[src/hw/rtl/fdl_queue.sv]
// Two-entry queue between the front end and the back end.
// Depends on nothing but its width parameter.
module fdl_queue #(
   parameter int W = 62
) (
   input  logic         clock,
   input  logic         reset,
   input  logic         in_valid,
   output logic         in_ready,
   input  logic [W-1:0] in_data,
   output logic         out_valid,
   input  logic         out_ready,
   output logic [W-1:0] out_data
);

   logic [W-1:0] data_ff [2];
   logic         wr_ptr_ff, wr_ptr_in;
   logic         rd_ptr_ff, rd_ptr_in;
   logic [1:0]   count_ff, count_in;
   logic         push, pop;

   assign in_ready  = (count_ff != 2'd2);
   assign out_valid = (count_ff != 2'd0);
   assign out_data  = data_ff[rd_ptr_ff];
   assign push      = in_valid && in_ready;
   assign pop       = out_valid && out_ready;

   // Pointer and fill bookkeeping
   always_comb begin
      wr_ptr_in = push ? ~wr_ptr_ff : wr_ptr_ff;
      rd_ptr_in = pop ? ~rd_ptr_ff : rd_ptr_ff;
      count_in  = count_ff + 2'(push) - 2'(pop);
   end

   always_ff @(posedge clock) begin
      if (reset) begin
         wr_ptr_ff <= 1'b0;
         rd_ptr_ff <= 1'b0;
         count_ff  <= 2'd0;
      end else begin
         wr_ptr_ff <= wr_ptr_in;
         rd_ptr_ff <= rd_ptr_in;
         count_ff  <= count_in;
      end
   end

   always_ff @(posedge clock) begin
      if (push) begin
         data_ff[wr_ptr_ff] <= in_data;
      end
   end

endmodule

[config.mk]
export PLATFORM = sky130hd
export DESIGN_NAME = fdl_queue
export DESIGN_NICKNAME = d
export VERILOG_FILES = /design/src/hw/rtl/fdl_queue.sv
export SDC_FILE = /design/constraint.sdc
export NUM_CORES = 1
export LEC_CHECK = 0
export ABC_AREA = 1
export BUFFER_PORTS_ARGS = -buffer_cell sky130_fd_sc_hd__buf_2
export CAP_MARGIN = 20
export CORE_ASPECT_RATIO = 1.75
export CORE_MARGIN = 2
export CORE_UTILIZATION = 30
export DETAILED_ROUTE_END_ITERATION = 8
export HOLD_SLACK_MARGIN = 0.12
export PLACE_DENSITY = 0.59
export SYNTH_ARGS = -nofsm -noshare
export SYNTH_HDL_FRONTEND = slang
export SYNTH_SLANG_ARGS = --single-unit
[constraint.sdc]
create_clock -name clock -period 8 [get_ports clock]
set_input_delay 1.6 -clock clock [delete_from_list [all_inputs] [get_ports clock]]
set_output_delay 1.6 -clock clock [all_outputs]
set_load 0.05 [all_outputs]
==> results of run 1 <==
-- stage by stage --
stage / utilization / setup slack [ns] / hold slack [ns] / instance area, um^2
after floorplan: - / 3.23 / 0.467 / 5020
after global placement: 0.357 / 4.46 / 0.489 / 5850
after detailed placement: 0.357 / 4.42 / 0.522 / 5850
after CTS: 0.395 / 3.98 / 0.539 / 6470
after global routing: 0.395 / 3.94 / 0.594 / 6470
final: 0.396 / 4.06 / 0.523 / 6480
-- synth_stat cells, drive strengths merged --
cell type	n	area (um^2)
nand3	3	15.0
nor2	9	33.8
mux2	62	923
nand2	8	30.0
dfxtp	5	100
a21oi	2	10.0
buf	7	131
ha	2	25.0
inv	8	30.0
edfxtp	124	3720
-- sequential cells by signal (all words and copies together), names as in the netlist, named ones only --
register and cells:
count_ff 2, data_ff 124, rd_ptr_ff 1, wr_ptr_ff 1
-- worst max-delay path by stage --
stage                                to  slack [ns]
after floorplan           data_ff[0][0]        3.23
after global placement     out_data[26]        4.46
after detailed placement   out_data[26]        4.42
after CTS                  out_data[26]        3.98
after global routing       out_data[30]        3.94
final                      out_data[54]        4.06
-- kinds of logic (layout without fill, tap and decap cells) --
kind of cell	Yosys count	in the layout	synth area share
adders and majority gates	2	2	0.00498
buffers and inverters	15	172	0.0321
muxes	62	62	0.184
DFF	129	129	0.761
and+or+nand+nor	20	20	0.0157
AOI/OAI and AO/OA	2	2	0.00199
other	0	3	0
-- power by group through the flow --
stage          Sequential (mW)  Combinational (mW)  Clock, mW
2_1_floorplan            0.895               0.682          0
3_3_place_gp             0.916               0.772          0
4_1_cts                  0.909               0.780      0.823
3_5_place_dp             0.922               0.779          0
6_report                 0.906               0.768      0.800
5_1_grt                  0.916               0.808      0.855
-- worst max-delay path: stages (launching register included) --
cell and delay [ns]:
dfxtp_4 0.68, buf_4 0.61, mux2_4 0.36, buf_2 0.21
-- per-layer routing --
metal / vias to the layer above / global-route usage
li1: 1182 / -
met1: 1234 / 0.0983
met2: 72 / 0.198
met3: 14 / 0.0352
met4: 0 / 0.0580
met5: - / 0
-- layout make-up --
| cell class | count | area (um^2) | share of cell area |
|---|---|---|---|
| diodes | 3 | 7.51 | 0.00116 |
| clock buffers | 19 | 433 | 0.0668 |
| clock inverters | 13 | 186 | 0.0288 |
| inverters | 8 | 30.0 | 0.00464 |
| multi-input cells | 86 | 1040 | 0.161 |
| flip-flops and latches | 129 | 3830 | 0.591 |
| well taps | 224 | 280 | 0.0433 |
| repair buffers | 132 | 668 | 0.103 |
==> flow_summary.yaml, run 1 <==
outcome:
  status: "completed"
critical_path:
  crit_type: "register to primary output"
  r2r_end: "data_ff[1][26]"
  r2r_cells: 5
  cp.required_ns: 6.40
  cp_max_fo: 34
  ff2ff_setup_slack_ns: 5.91
  crit_arrival_ns: 2.34
  r2r_start: "count_ff[0]"
  end_kind: "primary output"
  critPathLaunchType: "register"
clocking:
  cts_buffers: 17
  cts.path.max_buffers: 2
  clk_pin_slew_worst_paths_ns: 0.05
  ctsResizeCount: 0
  cts_tree: "yes"
  clock-root-buffer: "clkbuf_16"
  cts_hold_buf: 0
  cts_sinks: 129
  cts_setup_buffers: 0
  insertion_delay_ns: 0.40
  h-tree-depth: 4
floorplan:
  io_pins: 130
  num_rows: 62
  core-area_mm2: 0.0164
  die_h_um: 175
  die-area_mm2: 0.0178
  die_w_um: 102
  start_util: 0.307
pwr:
  p_comb_frac: 0.310
  power_mw: 2.47
  p_clk_frac: 0.323
  power_leakage_nw: 2.55
  pwr-share-seq: 0.366
  switching_share: 0.344
  vdd_drop_max_uv: 237
  internal_power_mw: 1.62
  power_per_cell_area_mw_per_mm2: 382
  p_switching_mw: 0.851
place:
  dp_cells: 579
  dp_hpwl_um: 6290
  gp_congestion: 0.699
  port-buffer-count: 129
routing:
  wl_met3_um: 430
  drc: 0
  drt-vias-per-instance: 4.07
  drtAntennaViolNets: 0
  route.met2.wl_um: 5450
  routedWlPerCell_um: 14.9
  maxUsedRoutingLayer: "met4"
  routed_wl_um: 9170
  firstDrtPassIters: 4
  drt_iter0_drc: 82
  wl_met1_um: 3100
  num_vias: 2502
worst_hold_path:
  worstHoldPathCells: 2
  holdPathEnd: "rd_ptr_ff"
  min_from: "rd_ptr_ff"
  hp-class: "register to register"
run:
  maxCapViolCount: 0
sta:
  setup_violations: 0
  slew_violations: 0
  tightest_slew_ns: 0.846
  min_period_over_period: 0.493
  slew-limit-headroom: 0.436
  min_period_ns: 3.94
  grt_setup_unrepaired: "no"
  finalHoldViolations: 0
  fin_skew_ns: 0.00534
  setup_tns_ns: 0
  max_freq_ghz: 0.254
global_routing:
  first_global_vias: 2711
  grt_pass1_wl_um: 13800
  grt_overflow_total: 0
  antenna_found_initial: 3
  grt_use_total: 0.107
  grt_max_degree: 63
logic_synthesis:
  syn-instance-count: 230
  ys_ff_latch: 129
  syn_area_per_cell_um2: 21.8
  ys_seq_area_frac: 0.761
  syn_area_mm2: 0.00502
  yosysWarnings: 0
  yosysUniqueCellTypes: 12
  synth_nets: 298
cells_and_area:
  final_cell_mix: "129 x buf_2, 124 x edfxtp_1, 60 x mux2_4, 17 x clkbuf_16"
  fin_cells: 614
  fillers: 1513
  synthToLayoutAreaGrowth_pct: 29.0
  final_common_cell: "buf_2"
  final_nets: 442
  drive_above_1_share: 0.584
Note: power is estimated with default switching activity, not from simulation.
==> run 2, diff against run 1 <==
==> constraint.sdc (replaced) <==
create_clock -name clock -period 3.76 [get_ports clock]
set_input_delay 0.752 -clock clock [delete_from_list [all_inputs] [get_ports clock]]
set_output_delay 0.752 -clock clock [all_outputs]
set_load 0.05 [all_outputs]
==> run 2 against run 1 <==
Effect of this change: worst setup slack lost 3.1 ns; register-to-register slack lost 4.1 ns; clock power grew 120%; largest power group unchanged.
==> flow_summary.yaml, run 2 (same netlist as run 1, synthesis figures left out) <==
critical_path:
  end_kind: "primary output"
  slowest_delay_ns: 0.69
  crit_type: "register to primary output"
  crit_path_top_delay_cell: "dfxtp_4"
  worstPathCellList: "buf_12 -> mux2_4 -> buf_2"
  cp_max_fo: 35
  critPathLaunchType: "register"
  cp.required_ns: 3.01
  r2r_cells: 5
  crit_arrival_ns: 2.01
clocking:
  clock-root-buffer: "clkbuf_16"
  cts.path.max_buffers: 2
  cts_tree: "yes"
  cts_hold_buf: 0
  clk_pin_slew_worst_paths_ns: 0.06
  ctsResizeCount: 0
  cts_sinks: 129
  insertion_delay_ns: 0.40
  cts_buffers: 17
  cts_setup_buffers: 0
  h-tree-depth: 4
routing:
  drtAntennaViolNets: 0
  drt-vias-per-instance: 4.12
  routed_wl_um: 9600
  routedWlPerCell_um: 15.7
  num_vias: 2523
  firstDrtPassIters: 6
  drt_iter0_drc: 110
  drc: 0
sta:
  min_period_over_period: 0.734
  slew-limit-headroom: 0.462
  min_period_ns: 2.76
  slew_violations: 0
  finalHoldViolations: 0
  tightest_slew_ns: 0.805
  setup_tns_ns: 0
  setup_violations: 0
  grt_setup_unrepaired: "no"
  max_freq_ghz: 0.363
  fin_skew_ns: 0.00805
global_routing:
  first_global_vias: 2694
  grt_max_degree: 39
  grt.met3_usage: 0.0384
  grt_busiest_layer: "met2"
  grt_use_total: 0.110
  grt_pass1_wl_um: 14300
  grtUsageMet1: 0.105
  grt_util_met2: 0.200
  antenna_found_initial: 3
  grt_overflow_total: 0
floorplan:
  die-area_mm2: 0.0178
  die_w_um: 102
  die_h_um: 175
  start_util: 0.307
  core-area_mm2: 0.0164
  io_pins: 130
  num_rows: 62
pwr:
  power_per_cell_area_mw_per_mm2: 821
  vdd_drop_max_uv: 502
  power_leakage_nw: 2.58
place:
  dp_hpwl_um: 6550
  gp_congestion: 0.696
  port-buffer-count: 129
cells_and_area:
  regMostFlops: "data_ff"
  final_common_cell: "buf_2"
  final_cell_mix: "129 x buf_2, 124 x edfxtp_1, 60 x mux2_4, 17 x clkbuf_16"
  drive_above_1_share: 0.584
  final_util: 0.399
  final_nets: 442
  largest_reg_flops: 124
  synthToLayoutAreaGrowth_pct: 30.1
  reg_top3: "data_ff: 124 flops, count_ff: 2 flops"
  fillers: 1507
worst_hold_path:
  hp-class: "register to register"
  worstHoldPathCells: 2
run:
  maxCapViolCount: 0
outcome:
  status: "completed"
[run 2: cell count changes in the layout (fill, tap and decap cells not counted), sizes merged]
cell,change
bufinv,+1
clkbuf,-1
clkinv,+1
clkinvlp,-1
diode,-1
[run 2: critical path, delay by kind of cell, from the launching register on]
family,cells,cell delay [ns]
mux,1,0.34
flops,1,0.69
buf+inv,2,0.54
[run 2: where the power goes]
| part | internal [mW] | switching [mW] |
|---|---|---|
| clock network | 1.18 | 0.598 |
| registers | 1.82 | 0.104 |
| logic | 0.535 | 1.13 |
[run 2: layer usage]
metal / part of all wire / routed length (um) / vias to the layer above
li1: - / - / 1185
met1: 0.34 / 3280 / 1248
met2: 0.58 / 5530 / 74
met3: 0.054 / 519 / 14
met4: 0.027 / 260 / 2
met5: 0.0014 / 13 / -
[run 2: area by class of cell]
class                   instances  area, um^2  share of cell area
clock inverters                14         213              0.0325
diodes                          2        5.00            0.000766
clock buffers                  18         429              0.0657
flip-flops and latches        129        3830               0.586
multi-input cells              86        1040               0.160
repair buffers                132         706               0.108
inverters                       8        30.0             0.00460
well taps                     224         280              0.0429
[run 2: path summary, 6_finish.rpt]
| path | startpoint | endpoint | slack [ns] |
|---|---|---|---|
| setup / recovery | register | out_data[54] | 1.00 |
| hold / removal | rd_ptr_ff | register | 0.51 |
| setup reg to reg | count_ff[0] | data_ff[0][7] | 1.77 |
| hold reg to reg | rd_ptr_ff | register | 0.51 |
[run 2: metrics by stage]
step / instance area, um^2 / std cells / power (mW) / setup WS (ns) / hold WS, ns
final: 6540 / 613 / 5.36 / 1.00 / 0.508
after global routing: 6530 / 611 / 5.57 / 0.865 / 0.497
after CTS: 6530 / 611 / 5.44 / 0.934 / 0.501
after detailed placement: 5890 / 579 / 3.65 / 1.37 / 0.495
after global placement: 5890 / 579 / 3.62 / 1.39 / 0.502
after floorplan: 5020 / 230 / 3.35 / 0.772 / 0.467
