File: config.mk
export PLATFORM = sky130hd
export DESIGN_NAME = fdl_front_flat
export DESIGN_NICKNAME = d
export VERILOG_FILES = /design/src/hw/rtl/fdl_pkg.sv /design/src/hw/rtl/fdl_req_if.sv /design/src/hw/rtl/fdl_front.sv /design/src/flat_wrapper.sv
export SDC_FILE = /design/constraint.sdc
export NUM_CORES = 1
export LEC_CHECK = 0
export ABC_AREA = 1
export BUFFER_PORTS_ARGS = -buffer_cell sky130_fd_sc_hd__clkbuf_2
export CAP_MARGIN = 25
export CORE_MARGIN = 2
export CORE_UTILIZATION = 47
export DETAILED_ROUTE_END_ITERATION = 7
export GPL_TIMING_DRIVEN = 0
export HOLD_SLACK_MARGIN = 0.02
export PLACE_DENSITY = 0.77
export SLEW_MARGIN = 10
export SYNTH_ARGS = -nofsm -noshare
export SYNTH_HDL_FRONTEND = slang
export SYNTH_SLANG_ARGS = --single-unit
export TNS_END_PERCENT = 1
File: constraint.sdc
create_clock -name clock -period 4.7 [get_ports clock]
set_clock_uncertainty 0.05 [all_clocks]
set_input_delay 0.94 -clock clock [delete_from_list [all_inputs] [get_ports clock]]
set_output_delay 0.94 -clock clock [all_outputs]
set_load 0.01 [all_outputs]
File: src/hw/rtl/fdl_pkg.sv
// Shared constants for the fractional delay line with feedback.
// Used by the channel interfaces and by the top, front and back RTL modules.
package fdl_pkg;

   // Field widths
   localparam int SAMPLE_W = 24;
   localparam int DELAY_W  = 20;
   localparam int GAIN_W   = 16;
   localparam int FRAC_W   = 8;

   // Blend only when the fraction is at least this many 1/256 steps
   localparam logic [FRAC_W-1:0] MIN_FRAC = 8'd3;

   // Rounding offsets for the blend (Q8) and the feedback (Q15)
   localparam int BLEND_RND = 128;
   localparam int FBK_RND   = 16384;
   localparam int FBK_SHIFT = 15;

   // Saturation limits of a stored sample
   localparam int SAMPLE_MAX = 8388607;
   localparam int SAMPLE_MIN = -8388608;

endpackage

File: src/hw/rtl/fdl_req_if.sv
// Input channel of the delay line: one audio word with its delay.
// Depends on fdl_pkg for the field widths.
interface fdl_req_if;
   logic                                 valid;
   logic                                 ready;
   logic signed [fdl_pkg::SAMPLE_W-1:0]  sample_in;
   logic        [fdl_pkg::DELAY_W-1:0]   delay_q8;

   modport source (output valid, sample_in, delay_q8, input ready);
   modport sink   (input valid, sample_in, delay_q8, output ready);
endinterface

File: src/hw/rtl/fdl_front.sv
// Front end: accepts words, clamps the delay, works out the read taps.
// Depends on fdl_pkg and fdl_req_if; feeds fdl_queue.
module fdl_front #(
   parameter int DEPTH = 4096,
   parameter int AW    = 12,
   parameter int OP_W  = 62
) (
   input  logic            clock,
   input  logic            reset,
   fdl_req_if.sink         req_if,
   output logic            op_valid,
   input  logic            op_ready,
   output logic [OP_W-1:0] op_data
);

   localparam int SW = (AW + 10 > fdl_pkg::DELAY_W + 1) ? AW + 10 : fdl_pkg::DELAY_W + 1;
   localparam logic [SW-1:0] SPAN = SW'(DEPTH) << 8;
   localparam logic [SW-1:0] DMAX = SW'(DEPTH - 1) << 8;
   localparam logic [SW-1:0] DMIN = SW'(256);
   localparam logic [AW-1:0] LAST = AW'(DEPTH - 1);

   typedef struct packed {
      logic signed [fdl_pkg::SAMPLE_W-1:0] x;
      logic [AW-1:0]                       wp;
      logic [AW-1:0]                       lo;
      logic [AW-1:0]                       hi;
      logic [fdl_pkg::FRAC_W-1:0]          f;
      logic                                lo_ok;
      logic                                hi_ok;
   } op_type;

   logic                                 accept;
   logic                                 s_valid_ff, s_valid_in;
   logic signed [fdl_pkg::SAMPLE_W-1:0]  s_x_ff;
   logic [SW-1:0]                        s_d_ff, d_ext, d_cl;
   logic [AW-1:0]                        s_wp_ff, wp_ff, wp_in;
   logic                                 s_wrap_ff, wrap_ff, wrap_in;
   logic [SW-1:0]                        pos_sum, pos;
   logic [AW-1:0]                        lo, hi;
   logic [fdl_pkg::FRAC_W-1:0]           frac;
   logic                                 blend;
   op_type                               op;

   assign req_if.ready = !s_valid_ff || op_ready;
   assign accept       = req_if.valid && req_if.ready;

   // Delay clamp to one sample .. DEPTH-1 samples
   assign d_ext = SW'(req_if.delay_q8);
   assign d_cl  = (d_ext < DMIN) ? DMIN : ((d_ext > DMAX) ? DMAX : d_ext);

   // Write position counter, one step per accepted word
   always_comb begin
      wp_in   = wp_ff;
      wrap_in = wrap_ff;
      if (accept) begin
         if (wp_ff == LAST) begin
            wp_in   = '0;
            wrap_in = 1'b1;
         end else begin
            wp_in = wp_ff + AW'(1);
         end
      end
   end

   assign s_valid_in = accept ? 1'b1 : (op_ready ? 1'b0 : s_valid_ff);

   always_ff @(posedge clock) begin
      if (reset) begin
         s_valid_ff <= 1'b0;
         wp_ff      <= '0;
         wrap_ff    <= 1'b0;
      end else begin
         s_valid_ff <= s_valid_in;
         wp_ff      <= wp_in;
         wrap_ff    <= wrap_in;
      end
   end

   // Stage payload
   always_ff @(posedge clock) begin
      if (accept) begin
         s_x_ff    <= req_if.sample_in;
         s_d_ff    <= d_cl;
         s_wp_ff   <= wp_ff;
         s_wrap_ff <= wrap_ff;
      end
   end

   // Read position in Q8, modulo the span
   always_comb begin
      pos_sum = SW'({s_wp_ff, 8'h00}) + SPAN - s_d_ff;
      pos     = (pos_sum >= SPAN) ? pos_sum - SPAN : pos_sum;
      lo      = pos[AW+7:8];
      frac    = pos[7:0];
      hi      = (lo == LAST) ? '0 : lo + AW'(1);
      blend   = (frac >= fdl_pkg::MIN_FRAC) && (s_d_ff > DMIN);
   end

   // Entries not yet written since reset read as zero
   always_comb begin
      op.x     = s_x_ff;
      op.wp    = s_wp_ff;
      op.lo    = lo;
      op.hi    = hi;
      op.f     = blend ? frac : '0;
      op.lo_ok = s_wrap_ff || (lo < s_wp_ff);
      op.hi_ok = s_wrap_ff || (hi < s_wp_ff);
   end

   assign op_valid = s_valid_ff;
   assign op_data  = op;

endmodule

File: src/flat_wrapper.sv
// flat-port wrapper written by rule: the top's interface ports become plain ports
module fdl_front_flat 
#(
   parameter int DEPTH = 4096,
   parameter int AW    = 12,
   parameter int OP_W  = 62
)
  (clock, reset, op_valid, op_ready, op_data, req_if_valid, req_if_sample_in, req_if_delay_q8, req_if_ready);
  fdl_req_if req_if_i ();
  input  logic clock;
  input  logic reset;
  output logic op_valid;
  input  logic op_ready;
  output logic [OP_W-1:0] op_data;
  input wire logic [$bits(req_if_i.valid)-1:0] req_if_valid;
  input wire logic [$bits(req_if_i.sample_in)-1:0] req_if_sample_in;
  input wire logic [$bits(req_if_i.delay_q8)-1:0] req_if_delay_q8;
  output wire logic [$bits(req_if_i.ready)-1:0] req_if_ready;
  assign req_if_i.valid = req_if_valid;
  assign req_if_i.sample_in = req_if_sample_in;
  assign req_if_i.delay_q8 = req_if_delay_q8;
  assign req_if_ready = req_if_i.ready;
  fdl_front #(.DEPTH(DEPTH), .AW(AW), .OP_W(OP_W)) u_core (.clock(clock), .reset(reset), .req_if(req_if_i), .op_valid(op_valid), .op_ready(op_ready), .op_data(op_data));
endmodule
==> metrics.txt, run 1 <==
# TYPE chip_impl_metric gauge
chip_impl_metric{name="number_of_synthesized_register_bits",unit=""} 63
chip_impl_metric{name="vias",unit=""} 4106
chip_impl_metric{name="wire_length_of_the_first_global_routing_pass",unit="um"} 16680
chip_impl_metric{name="cts_sinks",unit=""} 63
chip_impl_metric{name="grt_start_max_net_pins",unit=""} 39
chip_impl_metric{name="placement_rows",unit=""} 35
chip_impl_info{name="synth.most_common_cell",value="sky130_fd_sc_hd__nand2_1"} 1
chip_impl_metric{name="power.clock.fraction",unit=""} 0.258
chip_impl_metric{name="max-cap-violations",unit=""} 0
chip_impl_metric{name="die_w",unit="um"} 101.3
chip_impl_metric{name="post_synth_instance_area",unit="sq um"} 4448
chip_impl_metric{name="first_pass_iters",unit=""} 4
chip_impl_metric{name="arrival",unit="ns"} 3.64
chip_impl_metric{name="yosys.area.top_type_share",unit=""} 0.3308
chip_impl_metric{name="num_io_pins",unit=""} 112
chip_impl_metric{name="cts.path.max_buffers",unit=""} 2
chip_impl_metric{name="power_frac_seq",unit=""} 0.406
chip_impl_info{name="critPathCaptureType",value="output pin"} 1
chip_impl_metric{name="postLayoutSetupSlackWorst",unit="ns"} 0.06602
chip_impl_metric{name="syn_inst",unit=""} 568
chip_impl_metric{name="grt_pass1_vias",unit=""} 3826
chip_impl_metric{name="worstPathMaxFanout",unit=""} 6
chip_impl_metric{name="total_leakage_power",unit="nW"} 2.786
chip_impl_metric{name="placement.io_buffers",unit=""} 102
chip_impl_metric{name="finalWirelength",unit="um"} 10540
chip_impl_info{name="clock-root-buffer",value="sky130_fd_sc_hd__clkbuf_8"} 1
chip_impl_metric{name="drc",unit=""} 0
chip_impl_metric{name="final-setup-viol-count",unit=""} 0
chip_impl_metric{name="numCtsBuffers",unit=""} 9
chip_impl_metric{name="p_int",unit="mW"} 1.083
chip_impl_metric{name="syn_area_per_cell",unit="sq um"} 7.831
chip_impl_metric{name="final_min_period_over_clock_period",unit=""} 0.9860
chip_impl_metric{name="number_of_inserted_diodes",unit=""} 0
chip_impl_metric{name="yosys_warnings",unit=""} 0
chip_impl_metric{name="detail_route.vias_per_cell",unit=""} 5.020
chip_impl_info{name="path_common_cell",value="sky130_fd_sc_hd__nor2_4"} 1
chip_impl_metric{name="synth-edff-count",unit=""} 49
chip_impl_metric{name="clk_pin_slew",unit="ns"} 0.06
chip_impl_metric{name="drtAntennaViolNets",unit=""} 0
chip_impl_info{name="leading_post_synthesis_cells_by_instance_count",value="sky130_fd_sc_hd__nand2_1 (119), sky130_fd_sc_hd__inv_1 (105), sky130_fd_sc_hd__nor2_1 (63)"} 1
chip_impl_info{name="critical-path-slowest-cell",value="sky130_fd_sc_hd__edfxtp_1"} 1
chip_impl_metric{name="yosysSeqAreaShare",unit=""} 0.3938
chip_impl_metric{name="clock_latency",unit="ns"} 0.33
chip_impl_metric{name="start_util",unit=""} 0.4837
chip_impl_metric{name="h-tree-depth",unit=""} 3
chip_impl_metric{name="area_grow_syn2layout",unit="%"} 27.43
chip_impl_metric{name="hold_viol",unit=""} 0
chip_impl_metric{name="pre_cts_slack",unit="ns"} -0.07226
chip_impl_metric{name="timing.final.crit_period",unit="ns"} 4.634
chip_impl_metric{name="synth-async-reset-ratio",unit=""} 0
chip_impl_info{name="clock_tree_from_tritoncts",value="done"} 1
chip_impl_metric{name="globalplace.congestion",unit=""} 0.9077
chip_impl_metric{name="setup-tns-final",unit="ns"} 0
chip_impl_metric{name="worst-slew-pin-transition",unit="ns"} 0.8584
chip_impl_metric{name="post_route_cells_drive_above_1_share",unit=""} 0.3211
chip_impl_metric{name="finish.net_count",unit=""} 787
chip_impl_info{name="synth_largest_area_cell",value="sky130_fd_sc_hd__edfxtp_1"} 1
chip_impl_info{name="startpoint_class_of_the_critical_path",value="flip-flop"} 1
chip_impl_metric{name="track_usage",unit=""} 0.2076
chip_impl_metric{name="power.density_cell_area",unit="nW/um^2"} 282.3
chip_impl_metric{name="design_power_total",unit="mW"} 1.600
chip_impl_metric{name="drv_slew",unit=""} 0
chip_impl_metric{name="ctsHoldBuffers",unit=""} 0
chip_impl_metric{name="net-switching-power",unit="uW"} 517.1
chip_impl_metric{name="crit_path_max_incr_delay",unit="ns"} 0.45
chip_impl_info{name="worst-setup-path-type",value="reg -> out"} 1
chip_impl_metric{name="fp.dieArea",unit="sq um"} 10260
chip_impl_metric{name="fmax",unit="GHz"} 0.2158
chip_impl_metric{name="postSynthNetCount",unit=""} 653
chip_impl_info{name="worstHoldPathType",value="reg -> reg"} 1
chip_impl_metric{name="grt_antenna_before_repair",unit=""} 0
chip_impl_metric{name="power.combinational.fraction",unit=""} 0.335
chip_impl_info{name="post_synth_main_area_contributors",value="sky130_fd_sc_hd__edfxtp_1 (33%), sky130_fd_sc_hd__ha_1 (10%), sky130_fd_sc_hd__nand2_1 (10%)"} 1
chip_impl_metric{name="sw_frac_of_total",unit=""} 0.3232
chip_impl_metric{name="placeableCoreArea",unit="sq um"} 9196
chip_impl_metric{name="wl_per_cell",unit="um"} 12.88
chip_impl_metric{name="dp_hpwl",unit="um"} 8413
chip_impl_metric{name="globalRoute.totalOverflow",unit=""} 0
chip_impl_metric{name="timing.max_slew.rel_slack",unit=""} 0.4259
chip_impl_info{name="outcome",value="completed"} 1
chip_impl_metric{name="cp.required",unit="ns"} 3.71
chip_impl_metric{name="vdd_drop_max",unit="mV"} 0.2170
chip_impl_metric{name="post_synth_num_cell_types",unit=""} 40
chip_impl_metric{name="drt_iter0_drc",unit=""} 112
chip_impl_info{name="dominantRegCellSynth",value="sky130_fd_sc_hd__edfxtp_1"} 1
chip_impl_info{name="grt_setup_unrepaired",value="yes"} 1
chip_impl_metric{name="dieHeight",unit="um"} 101.3
chip_impl_info{name="critical_path.cell_chain",value="ha_4 -> inv_4 -> nor2_4 -> a21oi_2 -> xnor2_2 -> ha_2 -> nand3_1 -> nor2_4 -> nand2_2 -> nor2_4 -> nand2_4 -> inv_1 -> a21oi_1 -> o21a_1 -> ha_1 -> nand3_1 -> a31oi_1 -> a2111oi_2 -> nand2_1 -> nand2_1 -> clkbuf_2"} 1
==> logic make-up after synthesis <==
kind of cell	count (synthesis)	synth area share
and+or+nand+nor	273	0.2917
DFF	63	0.3938
buffers and inverters	140	0.1283
xor gates and xnor gates	13	0.02729
adders and majority gates	37	0.1041
AOI/OAI and AO/OA	42	0.05485
==> stage by stage <==
stage,util,instance area (sq um),hold WS (ns),std cells
detailed placement,0.5565,5117,0.3716,782
finish,0.6163,5668,0.3889,818
floorplan,-,4448,0.3582,568
global placement,0.5543,5097,0.3651,781
CTS,0.5955,5477,0.3872,810
global route,0.6163,5668,0.4104,818
==> registers in the layout (all words and copies together), names as in the netlist <==
signal,count
u_core.s_wrap_ff,1
u_core.s_d_ff,20
u_core.wp_ff,12
u_core.wrap_ff,1
u_core.op_valid,1
u_core.s_wp_ff,12
u_core.s_x_ff,16
==> cell usage in the layout (no fill, tap or decap), types with 13 or more instances in the layout <==
| cell | count |
|---|---|
| sky130_fd_sc_hd__edfxtp_1 | 49 |
| sky130_fd_sc_hd__buf_4 | 32 |
| sky130_fd_sc_hd__nand2_1 | 115 |
| sky130_fd_sc_hd__inv_2 | 13 |
| sky130_fd_sc_hd__ha_1 | 25 |
| sky130_fd_sc_hd__nand3_1 | 20 |
| sky130_fd_sc_hd__clkbuf_2 | 102 |
| sky130_fd_sc_hd__nand2_2 | 16 |
| sky130_fd_sc_hd__inv_1 | 101 |
| sky130_fd_sc_hd__dfxtp_1 | 14 |
| sky130_fd_sc_hd__nand4_1 | 14 |
| sky130_fd_sc_hd__a21oi_1 | 20 |
| sky130_fd_sc_hd__nor2_1 | 60 |
| sky130_fd_sc_hd__clkbuf_1 | 14 |
==> power groups by stage <==
stage               sequential, mW  combinational (mW)  clock, mW
global placement             0.663               0.457          0
floorplan                    0.665               0.324          0
CTS                          0.649               0.509      0.422
global route                 0.653               0.599      0.446
detailed placement           0.663               0.475          0
finish                       0.650               0.536      0.414
==> critical path: cells and delay by family (launching register included) <==
kind	cells	cell delay, ns
and+or+nand+nor	9	0.96
adders and majority gates	3	0.87
AOI/OAI and AO/OA	5	0.58
DFF	1	0.45
buffers and inverters	3	0.27
xor gates and xnor gates	1	0.19
==> routing by layer <==
metal / vias up / GRT usage / share of wire / routed length (um)
li1: 2082 / - / - / -
met1: 1892 / 0.2461 / 0.43 / 4507
met2: 108 / 0.3688 / 0.50 / 5283
met3: 24 / 0.03244 / 0.043 / 450
met4: 0 / 0.09563 / 0.028 / 294
met5: - / 0 / 0 / 0
==> area by class of cell <==
| class | instances | area, sq um |
|---|---|---|
| clock buffer | 13 | 158.9 |
| tap | 111 | 138.9 |
| clock inverter | 3 | 17.52 |
| timing repair buffer | 123 | 680.7 |
| inverter | 115 | 434.2 |
| multi-input combinational | 365 | 2347 |
| buffer | 25 | 138.9 |
| sequential | 63 | 1752 |
| fill | 816 | 3528 |
==> worst paths after layout <==
kind	start	end	slack [ns]	cells past startpoint
max	u_core.s_wp_ff[0]	op_data[0]	0.07	21
min	u_core.wp_ff[3]	u_core.s_wp_ff[3]	0.39	0
max reg2reg	u_core.wp_ff[1]	u_core.wp_ff[10]	2.61	7
min reg2reg	u_core.wp_ff[3]	u_core.s_wp_ff[3]	0.39	0
==> repair_timing <==
action / CTS / global route
setup buffers: 12 / 8
pin swaps: 11 / 4
setup endpoints to repair: 1 / 1
resized for setup: 18 / 21
No activity file was read; power rests on OpenSTA's default activity.
==> run 2, diff against run 1 <==
CELL_PAD_IN_SITES_DETAIL_PLACEMENT = 1   (was not set)
CELL_PAD_IN_SITES_GLOBAL_PLACEMENT = 2   (was not set)
CORE_UTILIZATION = 31   (was 47)
PLACE_DENSITY = 0.87   (was 0.77)
==> run 2 against run 1 <==
Net effect:
- the flow now finishes with violations (negative setup slack)
- worst hold slack improved by 0.0069 ns
- sequential share of layout area decreased by 1.4 points
- utilization decreased by 19 points
- combinational power increased by 6.0%
- via count increased by 0.73%
- non-clock buffer count increased by 2
- cell count increased by 8.7%
- largest cell class unchanged
==> metrics.txt, run 2 (same netlist as run 1, synthesis figures left out) <==
# TYPE chip_impl_metric gauge
chip_impl_info{name="violations",value="negative setup slack"} 1
chip_impl_metric{name="cp.required",unit="ns"} 3.71
chip_impl_metric{name="worstPathMaxFanout",unit=""} 6
chip_impl_metric{name="clk_pin_slew",unit="ns"} 0.05
chip_impl_metric{name="post_route_cells_drive_above_1_share",unit=""} 0.3272
chip_impl_info{name="clock-root-buffer",value="sky130_fd_sc_hd__clkbuf_16"} 1
chip_impl_metric{name="timing.final.crit_period",unit="ns"} 4.857
chip_impl_metric{name="power.density_cell_area",unit="nW/um^2"} 333.0
chip_impl_metric{name="globalplace.congestion",unit=""} 0.8208
chip_impl_info{name="r2r_end",value="u_core.wp_ff[10]"} 1
chip_impl_metric{name="drt_iter0_drc",unit=""} 93
chip_impl_metric{name="placed_insts",unit=""} 851
chip_impl_metric{name="detail_route.vias_per_cell",unit=""} 4.652
chip_impl_metric{name="max-cap-violations",unit=""} 0
chip_impl_info{name="regMostFlops",value="u_core.s_d_ff"} 1
chip_impl_metric{name="wl_per_cell",unit="um"} 14.19
chip_impl_info{name="startpoint_class_of_the_critical_path",value="flip-flop"} 1
chip_impl_metric{name="grt_antenna_before_repair",unit=""} 0
chip_impl_metric{name="stdcell_count",unit=""} 889
chip_impl_metric{name="die_w",unit="um"} 123.8
chip_impl_metric{name="first_pass_iters",unit=""} 4
chip_impl_metric{name="drtAntennaViolNets",unit=""} 0
chip_impl_metric{name="wire_length_of_the_first_global_routing_pass",unit="um"} 20320
chip_impl_metric{name="slack_of_the_worst_reg_to_reg_path",unit="ns"} 2.58
chip_impl_metric{name="postLayoutSetupSlackWorst",unit="ns"} -0.1572
chip_impl_metric{name="grt_pass1_vias",unit=""} 4311
chip_impl_metric{name="final-setup-viol-count",unit=""} 1
chip_impl_info{name="busiest_layer",value="met2"} 1
chip_impl_metric{name="numCtsBuffers",unit=""} 9
chip_impl_metric{name="drv_slew",unit=""} 0
chip_impl_metric{name="placement.io_buffers",unit=""} 102
chip_impl_metric{name="vdd_drop_max",unit="mV"} 0.2404
chip_impl_info{name="clock_tree_from_tritoncts",value="done"} 1
chip_impl_info{name="critical-path-slowest-cell",value="sky130_fd_sc_hd__edfxtp_1"} 1
chip_impl_info{name="most_frequent_cells_in_the_layout",value="sky130_fd_sc_hd__nand2_1 (113), sky130_fd_sc_hd__inv_1 (103), sky130_fd_sc_hd__clkbuf_2 (101)"} 1
chip_impl_info{name="hold_start",value="u_core.wrap_ff"} 1
chip_impl_metric{name="worst-slew-pin-transition",unit="ns"} 0.8165
chip_impl_metric{name="timing.max_slew.rel_slack",unit=""} 0.4540
chip_impl_metric{name="crit_path_max_incr_delay",unit="ns"} 0.48
chip_impl_metric{name="pre_cts_slack",unit="ns"} -0.3818
chip_impl_metric{name="total_leakage_power",unit="nW"} 2.875
chip_impl_metric{name="arrival",unit="ns"} 3.87
chip_impl_metric{name="number_of_inserted_diodes",unit=""} 0
chip_impl_metric{name="path_buf_inv",unit=""} 4
chip_impl_metric{name="track_usage",unit=""} 0.1718
chip_impl_metric{name="fp.dieArea",unit="sq um"} 15320
chip_impl_metric{name="h-tree-depth",unit=""} 3
chip_impl_metric{name="area_grow_syn2layout",unit="%"} 33.47
chip_impl_metric{name="num_io_pins",unit=""} 112
chip_impl_info{name="critical_path.cell_chain",value="ha_4 -> inv_4 -> nor2_4 -> nand2_2 -> inv_2 -> nand2_2 -> nand2_2 -> nand2_2 -> nand2_4 -> nor3b_2 -> nand2_2 -> nor3_4 -> o21ai_2 -> a21oi_2 -> ha_1 -> nand2_1 -> inv_1 -> nand2_2 -> a31oi_4 -> a2111oi_4 -> nand2_1 -> nand2_1 -> buf_2"} 1
chip_impl_metric{name="hold_viol",unit=""} 0
chip_impl_info{name="r2r_path_start",value="u_core.wp_ff[1]"} 1
chip_impl_metric{name="largest_register_ffs",unit=""} 20
chip_impl_metric{name="clock_latency",unit="ns"} 0.33
chip_impl_metric{name="vias",unit=""} 4136
chip_impl_info{name="grt_setup_unrepaired",value="yes"} 1
chip_impl_metric{name="dp_area",unit="sq um"} 5204
chip_impl_metric{name="start_util",unit=""} 0.3192
chip_impl_metric{name="drc",unit=""} 0
chip_impl_metric{name="fmax",unit="GHz"} 0.2059
chip_impl_metric{name="final_min_period_over_clock_period",unit=""} 1.033
chip_impl_metric{name="final_design_area_no_fill",unit="sq um"} 5937
chip_impl_metric{name="grtUsageMet2",unit=""} 0.3039
chip_impl_info{name="most_frequent_standard_cell_in_the_layout_excluding_fill_and_tap_cells",value="sky130_fd_sc_hd__nand2_1"} 1
chip_impl_metric{name="dieHeight",unit="um"} 123.8
chip_impl_info{name="path_common_cell",value="sky130_fd_sc_hd__nand2_2"} 1
chip_impl_metric{name="timing.reg2reg.worst_path_depth",unit=""} 7
chip_impl_metric{name="met1_usage",unit=""} 0.2141
chip_impl_metric{name="finish.net_count",unit=""} 789
chip_impl_info{name="critPathCaptureType",value="output pin"} 1
chip_impl_metric{name="crit_cells",unit=""} 23
chip_impl_metric{name="cts.path.max_buffers",unit=""} 2
chip_impl_metric{name="ctsHoldBuffers",unit=""} 0
chip_impl_info{name="worst-setup-path-type",value="reg -> out"} 1
chip_impl_metric{name="dp_hpwl",unit="um"} 10410
chip_impl_metric{name="worstHoldPathCells",unit=""} 0
chip_impl_metric{name="grt_start_max_net_pins",unit=""} 45
chip_impl_info{name="critPathTopFamily",value="simple AND/OR/NAND/NOR gates"} 1
chip_impl_metric{name="placement_rows",unit=""} 43
chip_impl_metric{name="globalRoute.totalOverflow",unit=""} 0
chip_impl_info{name="worstHoldPathType",value="reg -> reg"} 1
chip_impl_info{name="outcome",value="finished with violations"} 1
chip_impl_metric{name="finalWirelength",unit="um"} 12620
chip_impl_info{name="min_to",value="u_core.s_wrap_ff"} 1
chip_impl_info{name="reg.largest.list",value="u_core.s_d_ff x20, u_core.s_x_ff x16"} 1
chip_impl_metric{name="global_route.usage.met3",unit=""} 0.02335
chip_impl_metric{name="placeableCoreArea",unit="sq um"} 13930
chip_impl_metric{name="cts_sinks",unit=""} 63
run 2: changes by cell type in the layout (fill, tap and decap cells not counted), sizes merged:
| cell | delta |
|---|---|
| buf | +3 |
| inv | +1 |
| bufinv | +3 |
| clkinvlp | -1 |
| clkbuf | -5 |
| clkinv | +1 |
run 2: timing repair:
action,CTS,global route
resized for setup,18,25
buffers inserted,10,12
cloned,0,0
pin swaps,4,25
setup endpoints to repair,1,2
hold endpoints to repair,0,0
run 2: how the worst max path moves through the flow:
stage,end,slack [ns],start
2_1_floorplan,op_data[0],0.40,u_core.s_d_ff[0]
3_3_place_gp,op_data[0],-0.17,u_core.s_d_ff[0]
3_5_place_dp,op_data[0],-0.38,u_core.s_d_ff[0]
4_1_cts,op_data[0],-0.16,u_core.s_wp_ff[1]
5_1_grt,op_data[0],-0.41,u_core.s_wp_ff[0]
6_report,op_data[0],-0.16,u_core.s_wp_ff[0]
run 2: layout make-up:
cell class / count / area, sq um
Fill cell: 1742 / 7998
Multi-Input combinational cell: 365 / 2346
Sequential cell: 63 / 1752
Timing Repair Buffer: 125 / 695.7
Inverter: 115 / 434.2
Clock buffer: 9 / 225.2
Tap cell: 180 / 225.2
Buffer: 25 / 138.9
Clock inverter: 7 / 120.1
run 2: power breakdown:
part	internal [mW]	leakage, nW	switching, mW	total [mW]
Clock	0.519	0.168	0.239	0.758
Sequential	0.632	0.594	0.0189	0.651
Combinational	0.238	2.11	0.329	0.568
run 2: per-layer routing:
metal  share of wire  wire length, um
met1            0.44             5574
met2            0.50             6289
met3           0.038              476
met4           0.022              275
met5               0                0
run 2: per-stage QoR:
stage	hold slack [ns]	power [mW]	utilization	TNS (ns)
finish	0.3958	1.977	0.4261	-0.1572
global route	0.4225	2.089	0.4261	-0.4076
CTS	0.4008	1.951	0.4095	-0.1643
detailed placement	0.3876	1.164	0.3734	-0.3818
global placement	0.3653	1.139	0.3720	-0.1741
floorplan	0.3582	0.9890	-	0
==> run 3, diff against run 2 <==
PLACE_DENSITY = not set   (was 0.87)
PLACE_DENSITY_LB_ADDON = 0.25   (was not set)
==> run 3 against run 2 <==
Net effect:
- worst hold slack worse by 0.0041 ns
- cell count is 0.56% higher
- critical path type unchanged
- power is 3.2% lower
- the flow still finishes with violations (negative setup slack)
- via count is 0.29% lower
- register-to-register slack worse by 0.04 ns
- sequential share of layout area hardly changed
- clock power is 11% lower
- setup slack worse by 0.072 ns
- critical endpoint unchanged
- utilization is 0.054 points higher
- die area stayed put
- highest routed layer unchanged
- sequential power hardly changed
- wire length is 3.3% higher
==> metrics.txt, run 3 (same netlist as run 1, synthesis figures left out) <==
# TYPE chip_impl_metric gauge
chip_impl_metric{name="slack_of_the_worst_reg_to_reg_path",unit="ns"} 2.54
chip_impl_metric{name="dp_hpwl",unit="um"} 10570
chip_impl_metric{name="power.clock.fraction",unit=""} 0.354
chip_impl_info{name="critPathCaptureType",value="output pin"} 1
chip_impl_metric{name="detail_route.vias_per_cell",unit=""} 4.613
chip_impl_metric{name="crit_path_max_incr_delay",unit="ns"} 0.46
chip_impl_info{name="reg.largest.list",value="u_core.s_d_ff x20, u_core.s_x_ff x16"} 1
chip_impl_metric{name="largest_register_ffs",unit=""} 20
chip_impl_metric{name="finish.net_count",unit=""} 794
chip_impl_metric{name="net-switching-power",unit="uW"} 573.1
chip_impl_metric{name="drc",unit=""} 0
chip_impl_metric{name="first_pass_iters",unit=""} 4
chip_impl_metric{name="final-setup-viol-count",unit=""} 1
chip_impl_metric{name="wl_per_cell",unit="um"} 14.58
chip_impl_metric{name="globalRoute.totalOverflow",unit=""} 0
chip_impl_info{name="grt_setup_unrepaired",value="yes"} 1
chip_impl_metric{name="num_io_pins",unit=""} 112
chip_impl_metric{name="sw_frac_of_total",unit=""} 0.2996
chip_impl_metric{name="wire_length_of_the_first_global_routing_pass",unit="um"} 20720
chip_impl_metric{name="worstHoldPathCells",unit=""} 0
chip_impl_metric{name="multi_input_area",unit="sq um"} 2338
chip_impl_metric{name="h-tree-depth",unit=""} 3
chip_impl_info{name="startpoint_class_of_the_critical_path",value="flip-flop"} 1
chip_impl_info{name="most_frequent_standard_cell_in_the_layout_excluding_fill_and_tap_cells",value="sky130_fd_sc_hd__nand2_1"} 1
chip_impl_metric{name="placement_rows",unit=""} 43
chip_impl_metric{name="grt_pass1_vias",unit=""} 4279
chip_impl_metric{name="pre_cts_slack",unit="ns"} -0.2185
chip_impl_metric{name="globalplace.congestion",unit=""} 0.7933
chip_impl_metric{name="vias",unit=""} 4124
chip_impl_metric{name="numCtsBuffers",unit=""} 9
chip_impl_metric{name="grt_start_max_net_pins",unit=""} 42
chip_impl_metric{name="drv_slew",unit=""} 0
chip_impl_metric{name="power_frac_seq",unit=""} 0.341
chip_impl_metric{name="final_min_period_over_clock_period",unit=""} 1.049
chip_impl_metric{name="fmax",unit="GHz"} 0.2029
chip_impl_info{name="path_common_cell",value="sky130_fd_sc_hd__nand2_1"} 1
chip_impl_metric{name="worst-slew-pin-transition",unit="ns"} 0.8685
chip_impl_metric{name="power.combinational.fraction",unit=""} 0.306
chip_impl_info{name="min_to",value="u_core.s_wp_ff[3]"} 1
chip_impl_metric{name="path_buf_inv",unit=""} 3
chip_impl_metric{name="cp.required",unit="ns"} 3.71
chip_impl_metric{name="tightest_hold_margin",unit="ns"} 0.3917
chip_impl_metric{name="clock_latency",unit="ns"} 0.32
chip_impl_metric{name="number_of_inserted_diodes",unit=""} 0
chip_impl_metric{name="final_design_area_no_fill",unit="sq um"} 5944
chip_impl_metric{name="start_util",unit=""} 0.3192
chip_impl_metric{name="stdcell_count",unit=""} 894
chip_impl_info{name="critPathTopFamily",value="simple AND/OR/NAND/NOR gates"} 1
chip_impl_metric{name="dieHeight",unit="um"} 123.8
chip_impl_metric{name="timing.reg2reg.worst_path_depth",unit=""} 7
chip_impl_info{name="worstHoldPathType",value="reg -> reg"} 1
chip_impl_metric{name="track_usage",unit=""} 0.1753
chip_impl_metric{name="ff_latch_area",unit="sq um"} 1752
chip_impl_metric{name="area_grow_syn2layout",unit="%"} 33.64
chip_impl_metric{name="postLayoutSetupSlackWorst",unit="ns"} -0.2289
chip_impl_metric{name="die_w",unit="um"} 123.8
chip_impl_metric{name="grt_antenna_before_repair",unit=""} 0
chip_impl_info{name="most_frequent_cells_in_the_layout",value="sky130_fd_sc_hd__nand2_1 (114), sky130_fd_sc_hd__inv_1 (101), sky130_fd_sc_hd__clkbuf_2 (101)"} 1
chip_impl_metric{name="cts_sinks",unit=""} 63
chip_impl_metric{name="placed_insts",unit=""} 851
chip_impl_metric{name="layout.filler_cells",unit=""} 1723
chip_impl_metric{name="max-cap-violations",unit=""} 0
chip_impl_metric{name="power.density_cell_area",unit="nW/um^2"} 321.8
chip_impl_metric{name="dp_area",unit="sq um"} 5204
chip_impl_metric{name="drt_iter0_drc",unit=""} 151
chip_impl_metric{name="hold_viol",unit=""} 0
chip_impl_info{name="critical-path-slowest-cell",value="sky130_fd_sc_hd__edfxtp_1"} 1
chip_impl_metric{name="arrival",unit="ns"} 3.94
chip_impl_info{name="regMostFlops",value="u_core.s_d_ff"} 1
chip_impl_metric{name="total_leakage_power",unit="nW"} 2.902
chip_impl_metric{name="post_route_cells_drive_above_1_share",unit=""} 0.3277
chip_impl_metric{name="placement.io_buffers",unit=""} 102
chip_impl_metric{name="vdd_drop_max",unit="mV"} 0.2332
chip_impl_metric{name="worstPathMaxFanout",unit=""} 5
chip_impl_metric{name="timing.max_slew.rel_slack",unit=""} 0.4192
chip_impl_info{name="outcome",value="finished with violations"} 1
chip_impl_info{name="hold_start",value="u_core.wp_ff[3]"} 1
chip_impl_info{name="critical_path.cell_chain",value="ha_4 -> nand3_1 -> inv_2 -> nand2_1 -> nand3_2 -> nand2_1 -> inv_2 -> nand2_2 -> nor3b_4 -> nand2_2 -> nor3_4 -> nand2_2 -> o21ai_2 -> a21oi_2 -> ha_1 -> nand4_1 -> a31oi_4 -> a2111oi_4 -> nand2_1 -> nand2_1 -> buf_2"} 1
chip_impl_metric{name="postLayoutCoreUtil",unit=""} 0.4266
chip_impl_info{name="critical_path.startpoint",value="u_core.s_wp_ff[1]"} 1
chip_impl_info{name="r2r_end",value="u_core.wp_ff[10]"} 1
chip_impl_metric{name="cts.path.max_buffers",unit=""} 2
chip_impl_info{name="violations",value="negative setup slack"} 1
chip_impl_metric{name="timing.final.crit_period",unit="ns"} 4.929
chip_impl_metric{name="p_int",unit="mW"} 1.340
chip_impl_info{name="r2r_path_start",value="u_core.wp_ff[1]"} 1
chip_impl_metric{name="finalWirelength",unit="um"} 13040
chip_impl_metric{name="drtAntennaViolNets",unit=""} 0
chip_impl_metric{name="placeableCoreArea",unit="sq um"} 13930
chip_impl_info{name="clock-root-buffer",value="sky130_fd_sc_hd__clkbuf_16"} 1
chip_impl_metric{name="fp.dieArea",unit="sq um"} 15320
chip_impl_metric{name="clk_pin_slew",unit="ns"} 0.05
chip_impl_info{name="clock_tree_from_tritoncts",value="done"} 1
chip_impl_info{name="worst-setup-path-type",value="reg -> out"} 1
-- run 3: per-layer routing --
metal	GRT usage	part of all wire	vias up
met5	0	0	-
met4	0.03693	0.0083	0
met3	0.03068	0.037	9
met2	0.3159	0.50	84
met1	0.2185	0.46	1936
li1	-	-	2095
-- run 3: power by group through the flow --
| stage | clock (mW) | sequential (mW) | combinational (mW) |
|---|---|---|---|
| global route | 0.714 | 0.655 | 0.658 |
| finish | 0.677 | 0.652 | 0.585 |
| floorplan | 0 | 0.665 | 0.324 |
| global placement | 0 | 0.666 | 0.477 |
| detailed placement | 0 | 0.666 | 0.496 |
| CTS | 0.689 | 0.654 | 0.525 |
-- run 3: repair_timing --
item,in CTS,in global routing
buffers inserted,8,19
hold buffers,0,0
pin swaps,3,29
setup endpoints to repair,1,1
resized for setup,13,36
-- run 3: area by class of cell --
| cell class | instances | area share |
|---|---|---|
| Buffer | 25 | 0.02336 |
| Clock buffer | 13 | 0.04567 |
| Clock inverter | 3 | 0.006735 |
| Inverter | 115 | 0.07304 |
| Multi-Input combinational cell | 365 | 0.3934 |
| Sequential cell | 63 | 0.2947 |
| Tap cell | 180 | 0.03789 |
| Timing Repair Buffer | 130 | 0.1252 |
-- run 3: worst max path at each step --
stage | endpoint | slack (ns) | depth (start not counted)
2_1_floorplan | op_data[0] | 0.40 | 22
3_3_place_gp | op_data[0] | -0.21 | 23
3_5_place_dp | op_data[0] | -0.22 | 23
4_1_cts | op_data[0] | -0.27 | 22
5_1_grt | op_data[0] | -0.50 | 22
6_report | op_data[0] | -0.23 | 21
-- run 3: through the flow --
stage               TNS (ns)  power, mW
global route         -0.4995      2.027
CTS                  -0.2723      1.868
finish               -0.2289      1.913
floorplan                  0     0.9890
global placement     -0.2056      1.143
detailed placement   -0.2185      1.162
-- run 3: worst register-to-register path, delay by kind of cell (launching register included) --
family          cells  cell delay (ns)
flops               1             0.40
buf+inv             1             0.06
compound gates      1             0.26
simple gates        4             1.10
fa+ha+maj           1             0.20
